[src/fcb_pkg.sv]
// shared types and constants for the circular-buffer fir filter
// no dependencies; imported by every module of the block
`default_nettype none

package fcb_pkg;

    // default tap count
    localparam int TAPS_DEFAULT = 11;

    // widths fixed by the interface
    localparam int DATA_W  = 32;
    localparam int OP_W    = 2;
    localparam int INDEX_W = 4;

    // operation codes
    localparam logic [OP_W-1:0] OP_FILTER = 2'd0;
    localparam logic [OP_W-1:0] OP_COEF   = 2'd1;
    localparam logic [OP_W-1:0] OP_CLEAR  = 2'd2;

    // control of the shared multiply-accumulate unit
    typedef struct packed {
        logic clear;  // zero the accumulator
        logic valid;  // operands present this cycle
    } mac_ctrl_t;

endpackage

`default_nettype wire

[src/fcb_ram.sv]
// single-write, single-read memory with registered read and per-entry valid bits
// entries that are not valid read as zero; depends on fcb_pkg
`default_nettype none

module fcb_ram
    import fcb_pkg::*;
#(
    parameter int DEPTH = TAPS_DEFAULT,
    parameter int AW    = (DEPTH > 1) ? $clog2(DEPTH) : 1
)
(
    input  wire logic              clk,
    input  wire logic              rst_n,
    input  wire logic              clear,
    input  wire logic              wr_en,
    input  wire logic [AW-1:0]     wr_addr,
    input  wire logic [DATA_W-1:0] wr_data,
    input  wire logic              rd_en,
    input  wire logic [AW-1:0]     rd_addr,
    output logic      [DATA_W-1:0] rd_data
);

    logic [DATA_W-1:0] mem_reg [DEPTH];
    logic [DEPTH-1:0]  vld_reg;
    logic [DEPTH-1:0]  vld_next;
    logic [DATA_W-1:0] rd_data_reg;

    always_comb
    begin
        vld_next = vld_reg;
        if (clear)
        begin
            vld_next = '0;
        end
        else if (wr_en)
        begin
            vld_next[wr_addr] = 1'b1;
        end
    end

    always_ff @(posedge clk or negedge rst_n)
    begin
        if (!rst_n)
        begin
            vld_reg <= '0;
        end
        else
        begin
            vld_reg <= vld_next;
        end
    end

    always_ff @(posedge clk)
    begin
        if (wr_en)
        begin
            mem_reg[wr_addr] <= wr_data;
        end
        if (rd_en)
        begin
            rd_data_reg <= vld_reg[rd_addr] ? mem_reg[rd_addr] : '0;
        end
    end

    assign rd_data = rd_data_reg;

endmodule

`default_nettype wire

[src/fcb_mac.sv]
// shared multiply-accumulate unit: registered product, then wrapping accumulate
// depends on fcb_pkg for widths and the control struct
`default_nettype none

module fcb_mac
    import fcb_pkg::*;
(
    input  wire logic              clk,
    input  wire logic              rst_n,
    input  wire mac_ctrl_t         ctrl,
    input  wire logic [DATA_W-1:0] coef,
    input  wire logic [DATA_W-1:0] hist,
    output logic      [DATA_W-1:0] acc
);

    logic [2*DATA_W-1:0] full_prod;
    logic [DATA_W-1:0]   prod_reg;
    logic                prod_vld_reg;
    logic [DATA_W-1:0]   acc_reg;
    logic [DATA_W-1:0]   acc_next;

    assign full_prod = coef * hist;

    always_ff @(posedge clk or negedge rst_n)
    begin
        if (!rst_n)
        begin
            prod_vld_reg <= 1'b0;
        end
        else
        begin
            prod_vld_reg <= ctrl.valid;
        end
    end

    always_ff @(posedge clk)
    begin
        prod_reg <= full_prod[DATA_W-1:0];
    end

    always_comb
    begin
        acc_next = acc_reg;
        if (ctrl.clear)
        begin
            acc_next = '0;
        end
        else if (prod_vld_reg)
        begin
            acc_next = acc_reg + prod_reg;
        end
    end

    always_ff @(posedge clk)
    begin
        acc_reg <= acc_next;
    end

    assign acc = acc_reg;

endmodule

`default_nettype wire

[src/fir_filter_circular_buffer.sv]
// top level of the direct-form fir filter with a circular sample history
// uses fcb_pkg, fcb_ram (history and coefficient stores) and fcb_mac
//
// Each input transaction carries an operation. A filter transaction writes its
// sample into the circular history and returns one result, the sum over all
// taps of coefficient[j] times the sample j steps back, with products and sum
// wrapping to 32 bits. A coefficient transaction writes one coefficient (an
// index of TAPS or more is dropped), a clear transaction zeroes the history
// and rewinds the write slot; neither returns a result, and operation code 3
// does nothing. A filter transaction occupies the block from its acceptance in
// the idle state through a run state, in which the single shared multiplier
// takes one tap per cycle from the two single-port-read stores, a drain state
// that empties the read and product registers, and a finish state that loads
// the output register. If the previous result is still waiting in the output
// register, the block stays in the finish state until that result is taken,
// and the input stays stalled. Coefficient, clear and unused transactions
// complete when accepted. The output register holds a finished result while
// the next transaction is accepted. Both stores come out of reset as all zero
// through per-entry valid bits, so no clearing pass is needed.
`default_nettype none

module fir_filter_circular_buffer
    import fcb_pkg::*;
#(
    parameter int TAPS = TAPS_DEFAULT
)
(
    input  wire logic                      clk,
    input  wire logic                      rst_n,
    input  wire logic                      in_valid,
    output logic                           in_stall,
    input  wire logic        [OP_W-1:0]    operation,
    input  wire logic signed [DATA_W-1:0]  sample,
    input  wire logic        [INDEX_W-1:0] coef_index,
    input  wire logic signed [DATA_W-1:0]  coef_value,
    output logic                           out_valid,
    input  wire logic                      out_stall,
    output logic signed      [DATA_W-1:0]  filtered
);

    // address width of the stores and width for the coefficient index check,
    // one bit above the wider of the two so that TAPS itself fits
    localparam int AW = (TAPS > 1) ? $clog2(TAPS) : 1;
    localparam int IW = ((AW > INDEX_W) ? AW : INDEX_W) + 1;
    localparam logic [AW-1:0] LAST = AW'(TAPS - 1);

    typedef enum logic [3:0] {
        ST_IDLE   = 4'b0001,
        ST_RUN    = 4'b0010,
        ST_DRAIN  = 4'b0100,
        ST_FINISH = 4'b1000
    } state_t;

    state_t            state_reg, state_next;
    logic [AW-1:0]     slot_reg, slot_next;     // write slot of the next sample
    logic [AW-1:0]     tap_reg, tap_next;       // coefficient index j
    logic [AW-1:0]     pos_reg, pos_next;       // history position (slot + j) mod TAPS
    logic              drain_reg, drain_next;   // set once the read register has emptied
    logic              rd_vld_reg;              // store read data present
    logic              out_valid_reg, out_valid_next;
    logic [DATA_W-1:0] filtered_reg, filtered_next;

    logic              in_accept;
    logic              out_free;
    logic [IW-1:0]     idx_ext;
    logic              coef_ok;
    logic              hist_wr, hist_clear, coef_wr, rd_en;
    logic [DATA_W-1:0] coef_rd, hist_rd, acc;
    mac_ctrl_t         mac_ctrl;

    assign in_stall  = (state_reg != ST_IDLE);
    assign in_accept = in_valid && !in_stall;
    assign out_free  = !out_valid_reg || !out_stall;

    // coefficient index range check at the wider of the two widths
    assign idx_ext = IW'(coef_index);
    assign coef_ok = (idx_ext < IW'(TAPS));

    assign hist_wr    = in_accept && (operation == OP_FILTER);
    assign hist_clear = in_accept && (operation == OP_CLEAR);
    assign coef_wr    = in_accept && (operation == OP_COEF) && coef_ok;
    assign rd_en      = (state_reg == ST_RUN);

    // sequencer
    always_comb
    begin
        state_next     = state_reg;
        slot_next      = slot_reg;
        tap_next       = tap_reg;
        pos_next       = pos_reg;
        drain_next     = drain_reg;
        out_valid_next = out_valid_reg;
        filtered_next  = filtered_reg;
        mac_ctrl.clear = 1'b0;
        mac_ctrl.valid = rd_vld_reg;

        // result taken downstream
        if (out_valid_reg && !out_stall)
        begin
            out_valid_next = 1'b0;
        end

        case (state_reg)
            ST_IDLE:
            begin
                if (in_accept)
                begin
                    case (operation)
                        OP_FILTER:
                        begin
                            // walk taps starting at the slot just written
                            tap_next       = '0;
                            pos_next       = slot_reg;
                            slot_next      = (slot_reg == '0) ? LAST : slot_reg - 1'b1;
                            mac_ctrl.clear = 1'b1;
                            state_next     = ST_RUN;
                        end
                        OP_CLEAR:
                        begin
                            slot_next = '0;
                        end
                        default:
                        begin
                        end
                    endcase
                end
            end
            ST_RUN:
            begin
                // one tap issued to the stores this cycle
                pos_next = (pos_reg == LAST) ? '0 : pos_reg + 1'b1;
                tap_next = tap_reg + 1'b1;
                if (tap_reg == LAST)
                begin
                    drain_next = 1'b0;
                    state_next = ST_DRAIN;
                end
            end
            ST_DRAIN:
            begin
                // read register, then product register, empty into the accumulator
                drain_next = 1'b1;
                if (drain_reg)
                begin
                    state_next = ST_FINISH;
                end
            end
            ST_FINISH:
            begin
                if (out_free)
                begin
                    filtered_next  = acc;
                    out_valid_next = 1'b1;
                    state_next     = ST_IDLE;
                end
            end
            default:
            begin
                state_next = ST_IDLE;
            end
        endcase
    end

    always_ff @(posedge clk or negedge rst_n)
    begin
        if (!rst_n)
        begin
            state_reg     <= ST_IDLE;
            slot_reg      <= '0;
            tap_reg       <= '0;
            pos_reg       <= '0;
            drain_reg     <= 1'b0;
            rd_vld_reg    <= 1'b0;
            out_valid_reg <= 1'b0;
        end
        else
        begin
            state_reg     <= state_next;
            slot_reg      <= slot_next;
            tap_reg       <= tap_next;
            pos_reg       <= pos_next;
            drain_reg     <= drain_next;
            rd_vld_reg    <= rd_en;
            out_valid_reg <= out_valid_next;
        end
    end

    always_ff @(posedge clk)
    begin
        filtered_reg <= filtered_next;
    end

    assign out_valid = out_valid_reg;
    assign filtered  = filtered_reg;

    // circular sample history
    fcb_ram #(
        .DEPTH (TAPS),
        .AW    (AW)
    ) u_hist (
        .clk     (clk),
        .rst_n   (rst_n),
        .clear   (hist_clear),
        .wr_en   (hist_wr),
        .wr_addr (slot_reg),
        .wr_data (sample),
        .rd_en   (rd_en),
        .rd_addr (pos_reg),
        .rd_data (hist_rd)
    );

    // coefficient store, never cleared after reset
    fcb_ram #(
        .DEPTH (TAPS),
        .AW    (AW)
    ) u_coef (
        .clk     (clk),
        .rst_n   (rst_n),
        .clear   (1'b0),
        .wr_en   (coef_wr),
        .wr_addr (idx_ext[AW-1:0]),
        .wr_data (coef_value),
        .rd_en   (rd_en),
        .rd_addr (tap_reg),
        .rd_data (coef_rd)
    );

    // shared multiply-accumulate
    fcb_mac u_mac (
        .clk  (clk),
        .rst_n(rst_n),
        .ctrl (mac_ctrl),
        .coef (coef_rd),
        .hist (hist_rd),
        .acc  (acc)
    );

    // a filter transaction always starts the tap walk
    a_filter_starts: assert property (@(posedge clk) disable iff (!rst_n)
        (in_accept && operation == OP_FILTER) |=> (state_reg == ST_RUN && tap_reg == '0))
        else $error("filter transaction did not start the tap walk");

    // the walk ends after the last tap
    a_run_ends: assert property (@(posedge clk) disable iff (!rst_n)
        (state_reg == ST_RUN && tap_reg == LAST) |=> (state_reg == ST_DRAIN))
        else $error("tap walk did not end at the last tap");

    // operands reach the multiplier only during the walk or its drain
    a_mac_window: assert property (@(posedge clk) disable iff (!rst_n)
        rd_vld_reg |-> (state_reg == ST_RUN || state_reg == ST_DRAIN))
        else $error("multiplier fed outside a filter transaction");

    // a finished result is presented once the output register is free
    a_result_out: assert property (@(posedge clk) disable iff (!rst_n)
        (state_reg == ST_FINISH && out_free) |=> (out_valid && state_reg == ST_IDLE))
        else $error("finished result not presented");

endmodule

`default_nettype wire
[config.mk]
export PLATFORM = sky130hd
export DESIGN_NAME = fir_filter_circular_buffer
export DESIGN_NICKNAME = d
export VERILOG_FILES = /design/src/fcb_pkg.sv /design/src/fcb_ram.sv /design/src/fcb_mac.sv /design/src/fir_filter_circular_buffer.sv
export SDC_FILE = /design/constraint.sdc
export NUM_CORES = 2
export LEC_CHECK = 0
export ABC_AREA = 1
export BUFFER_PORTS_ARGS = -buffer_cell sky130_fd_sc_hd__buf_2
export CAP_MARGIN = 20
export CORE_MARGIN = 2
export CORE_UTILIZATION = 30
export DETAILED_ROUTE_END_ITERATION = 7
export GPL_TIMING_DRIVEN = 0
export HOLD_SLACK_MARGIN = 0.02
export PLACE_DENSITY_LB_ADDON = 0.15
export SYNTH_ARGS = -nofsm -noshare
export SYNTH_HDL_FRONTEND = slang
export SYNTH_SLANG_ARGS = --single-unit
[constraint.sdc]
create_clock -name clk -period 8 [get_ports clk]
set_input_delay 1.6 -clock clk [delete_from_list [all_inputs] [get_ports clk]]
set_output_delay 1.6 -clock clk [all_outputs]
set_load 0.005 [all_outputs]
# After elaboration in Yosys (flattened, before gate mapping)
# Memories as Yosys holds them, arrays and structs flattened. A register that Yosys moved wholly into a read port is not among the register bits.
# Index checks and enable logic that the tools add are counted.
# word_totals
rom_bits	0
wordCells	105
ff_bits	138
input_bits	74
latch_bits	0
output_inout_bits	34
mem_count	2
mem_bits_rw	704
# classes
n_div	0
n_addsub	4
eq_ne	14
mul	1
mux	37
n_reduce_logical	25
bitwise_logic	2
n_lt_le_gt_ge	7
shifts	0
# mem_list
memory	words	width	read_ports	rd_ports_with_merged_regs	wr	line_no	text
u_coef.mem_reg	11	32	1	1	1	fcb_ram.sv:23	logic [DATA_W-1:0] mem_reg [DEPTH];
u_hist.mem_reg	11	32	1	1	1	fcb_ram.sv:23	
# op_table
operator	n
$mux 4	11
$add 32x32->32	1
$mul 32x32->32	1
$pmux 4 s2	3
$mux 11	2
$or 11x11->11	2
$lt 4x5->1 const B	4
$pmux 4 s4	1
$mux 1	15
$eq 4x4->1 const B	3
$add 4x1->4 const B	2
$bmux 1 s4	2
$demux 1 s4	2
$ge 4x1->1 const B	2
$logic_and 1x1->1	8
$ne 2x2->1 const B	4
$reduce_bool 2->1	4
$reduce_and 3->1	2
$logic_not 1->1	5
$reduce_and 5->1	1
$eq 4x1->1 const B	1
$eq 4x2->1 const B	1
$eq 4x3->1 const B	1
$logic_not 4->1	1
10 further kinds	11

# Longest topological paths before layout
# logic_depth
depth_word	7
ltp_mapped	32
depth_no_buf	30

# By module
# From an unflattened synthesis, not the netlist that was laid out.
# hier_totals
cells_unflattened	5868
area_unflattened_um2	55366.9
# by_module_without_submodules
mod	seq_area_each_um2	cells_each	n_inst	area_each_um2
fcb_mac	1306.3	2799	1	20523.4
fcb_ram at u_coef	11806.3	1448	1	16387.0
fcb_ram at u_hist	11806.3	1448	1	16380.7
fir_filter_circular_buffer	1437.6	173	1	2075.7

# Worst setup path after synthesis
# No wires, ideal clock.
# synth_timing
kind	register -> register
start	register u_hist.rd_data_reg[2] (netlist: u_hist.rd_data[2]) (read register of u_hist.mem_reg)
end	register u_mac.prod_reg[30]
stages_incl_launch_ff	24
path_slack_ns	1.598
t_required_ns	7.873
arrival_ns	6.276
period_less_slack_ns	6.402
path_buffers	2
setup_ns	0.127
cell_sequence	edfxtp_1 clkbuf_1 clkbuf_1 nand2_1 fa_1 inv_1 fa_1 inv_1 fa_1 fa_1 inv_1 fa_1 fa_1 fa_1 inv_1 fa_1 inv_1 ha_1 nand2_1 inv_1 and3_1 a221oi_1 o21ai_0 xor2_1
# synth_between
elab_chain_len	1
# synth_lines
element	line_no	text
start, declared	fcb_ram.sv:26	logic [DATA_W-1:0] rd_data_reg;
$mul 32x32->32	fcb_mac.sv:22	assign full_prod = coef * hist;
via u_mac.full_prod[30]	fcb_mac.sv:16	logic [2*DATA_W-1:0] full_prod;
end signal, assigned	fcb_mac.sv:38	prod_reg <= full_prod[DATA_W-1:0];
end, declared	fcb_mac.sv:17	logic [DATA_W-1:0] prod_reg;
# The timed path passes the listed nets, and every way through them passes these cells.
# A chain may end at the register's enable or synchronous reset.

# Worst setup path after layout
# layout_timing
start	register u_coef.rd_data_reg[7] (netlist: u_coef.rd_data[7]) (read register of u_coef.mem_reg)
end	register u_mac.prod_reg[26]
# layout_between
elab_chain_len	1
# layout_lines
element	line_no
start, declared	fcb_ram.sv:26
$mul 32x32->32	fcb_mac.sv:22
via u_mac.full_prod[26]	fcb_mac.sv:16
# The timed path passes the listed nets, and every way through them passes these cells.

==> metrics.cfg <==
[status]
status=complete, but fails checks
violations=design-rule violations

[layout]
layout_commonest_cell=nand2_1
drive_gt1_share_pct=7.49
fin_nets=5946
final_cell_mix=nand2_1, inv_1, edfxtp_1
areaGrowthSynthToFinish_pct=15.0

[timing]
fin_ws_ns=0.254
fin_skew_ns=0.0672
slew_headroom_pct=30.1
slew_viol_final=0
period_needed_ns=7.75
rsz0062_at_grt=no
timing.hold.ws_ns=0.346
setup-violations-final=0
finalCritPeriodShare_pct=96.8
max_freq_mhz=129
worst_pin_slew_ns=1.05
finalHoldViolCount=0

[setup_path]
startpoint_type=flip-flop
crit_required_ns=8.62
critPathTopFamily=adder cells
cp_max_fo=10
worstSetupPathType=reg2reg
critical_path.max_stage_delay_ns=0.72
cpMostUsedCell=fa_1
end_kind=flip-flop
cpMaxStageDelayCell=clkbuf_1
cp_data_arrival_time_ns=8.37
path_buf_inv=8

[place]
gp_congestion=0.889
place_ws_ns=-0.277
port_buffers=107
hpwl_um=129000

[die]
dieArea_um2=178000
die_w_um=422
fp-row-count=153
die_h_um=422
io_pins=108
initial_utilization_pct=30.2
core_area_um2=174000

[clocking]
clkSinkCount=906
cts_root_buffer=clkbuf_16
cts_made_buffers=101
cts_buffer_depth=3
clk_pin_slew_ns=0.06
clk_latency_ns=0.75
cts_tree=built
cts-htree-levels=3

[synthesis]
syn_inst=5053
synth_edf_count=800
ys_warn_count=0
synth_top_cell_by_area=edfxtp_1
synth_area_per_cell_um2=10.4
synth_seq_cells=906
seq_area_frac_synth_pct=50.2
synth_top_area_share_pct=45.8
syn_area_um2=52500
synth_flop_cell=edfxtp_1
synth_area_leaders=edfxtp_1, fa_1, nand2_1
ys_async_sr_fraction_pct=4.64
synth.net_count=5697
synthDistinctLibCells=50

[global_routing]
grt_pass1_vias=37571
grt_max_degree=29
gr-total-overflow=0
antenna_found_initial=14
grt_first_pass_wirelength_um=255000
track_usage_pct=19.3

[drt]
drt_iter0_drc=2811
vias=36339
totalWireLength_um=172000
wl_per_cell_um=22.3
vias_per_cell=4.71
ant_nets=0
drtPass1Iterations=8
drcViolationCount=2

[min_path]
hold_path_class=reg2reg

[job]
drv_cap=0

-- Yosys cell counts, types with 6 or more instances --
master / instances
buf_1: 23
a21o_1: 7
a22oi_1: 6
buf_2: 47
clkbuf_1: 179
ha_1: 161
o21bai_1: 11
nor3_1: 13
nor3_2: 12
fa_1: 409
o22ai_1: 6
dfrtp_1: 41
nand3b_1: 9
nand4_1: 12
edfxtp_1: 800
o2111ai_1: 16
xnor2_1: 23
a21oi_1: 244
o221ai_1: 101
nand2_1: 1199
o211ai_1: 46
a221oi_1: 45
nor2_1: 212
nor4_1: 6
inv_1: 955
dfxtp_1: 64
xor2_1: 38
or2_2: 9
o21ai_0: 221
a31oi_1: 6
nand3_1: 100
-- kinds of logic after synthesis --
group                      Yosys count  synth area share (%)
and+or+nand+nor                   1580                  12.0
DFF                                906                  50.2
AOI/OAI and AO/OA                  723                  8.51
xor gates and xnor gates            61                  1.02
buffers and inverters             1213                  8.81
adders and majority gates          570                  19.4
-- worst paths after layout --
check	startpoint	endpoint	slack [ns]	cells past startpoint
worst min-delay path	rd_vld_reg$_DFF_PN0_	u_mac.prod_vld_reg$_DFF_PN0_	0.35	0
worst max register to register	u_coef.rd_data[7]$_SDFFCE_PN0P_	u_mac.prod_reg[26]$_DFF_P_	0.25	27
min in group asynchronous	rst_n	slot_reg[0]$_DFFE_PN0P_	0.83	1
worst max-delay path	u_coef.rd_data[7]$_SDFFCE_PN0P_	u_mac.prod_reg[26]$_DFF_P_	0.25	27
worst min register to register	rd_vld_reg$_DFF_PN0_	u_mac.prod_vld_reg$_DFF_PN0_	0.35	0
max in group asynchronous	rst_n	u_coef.vld_reg[0]$_DFFE_PN0P_	6.55	2
-- cell type report --
class	count	area [µm²]
Tap cell	2325	2910
Clock inverter	51	594
Multi-Input combinational cell	2934	21600
Inverter	962	3610
Sequential cell	906	26400
Antenna cell	4	10.0
Buffer	244	1000
Timing Repair Buffer	153	1480
Clock buffer	132	2690
Fill cell	17721	114000
-- per-layer routing --
| metal | track usage (%) | routed length, µm | vias up | part of all wire (%) |
|---|---|---|---|---|
| li1 | - | - | 16881 | - |
| met1 | 26.2 | 76600 | 18299 | 45 |
| met2 | 32.6 | 82600 | 926 | 48 |
| met3 | 2.34 | 8050 | 221 | 4.7 |
| met4 | 5.29 | 4480 | 12 | 2.6 |
| met5 | 0 | 73 | - | 0.042 |
-- through the flow --
stage,std cells,utilization (%),setup TNS [ns],area (µm²)
after global routing,7708,34.7,0,60300
after detailed placement,7528,32.8,-1.36,57000
after floorplan,5053,-,0,52500
after global placement,7485,32.2,-1.58,55900
after CTS,7711,34.7,0,60300
final,7711,34.7,0,60300
-- repair_timing --
| action | CTS | global route |
|---|---|---|
| buffers inserted | 0 | 3 |
| gates resized for setup | 4 | 27 |
| endpoints found under the setup margin | 8 | 6 |
| hold endpoints to repair | 0 | 0 |
| hold buffers | 0 | 0 |
Power is not shown: default switching activity piles up to over one toggle a cycle in this logic, so the estimate is an artifact.
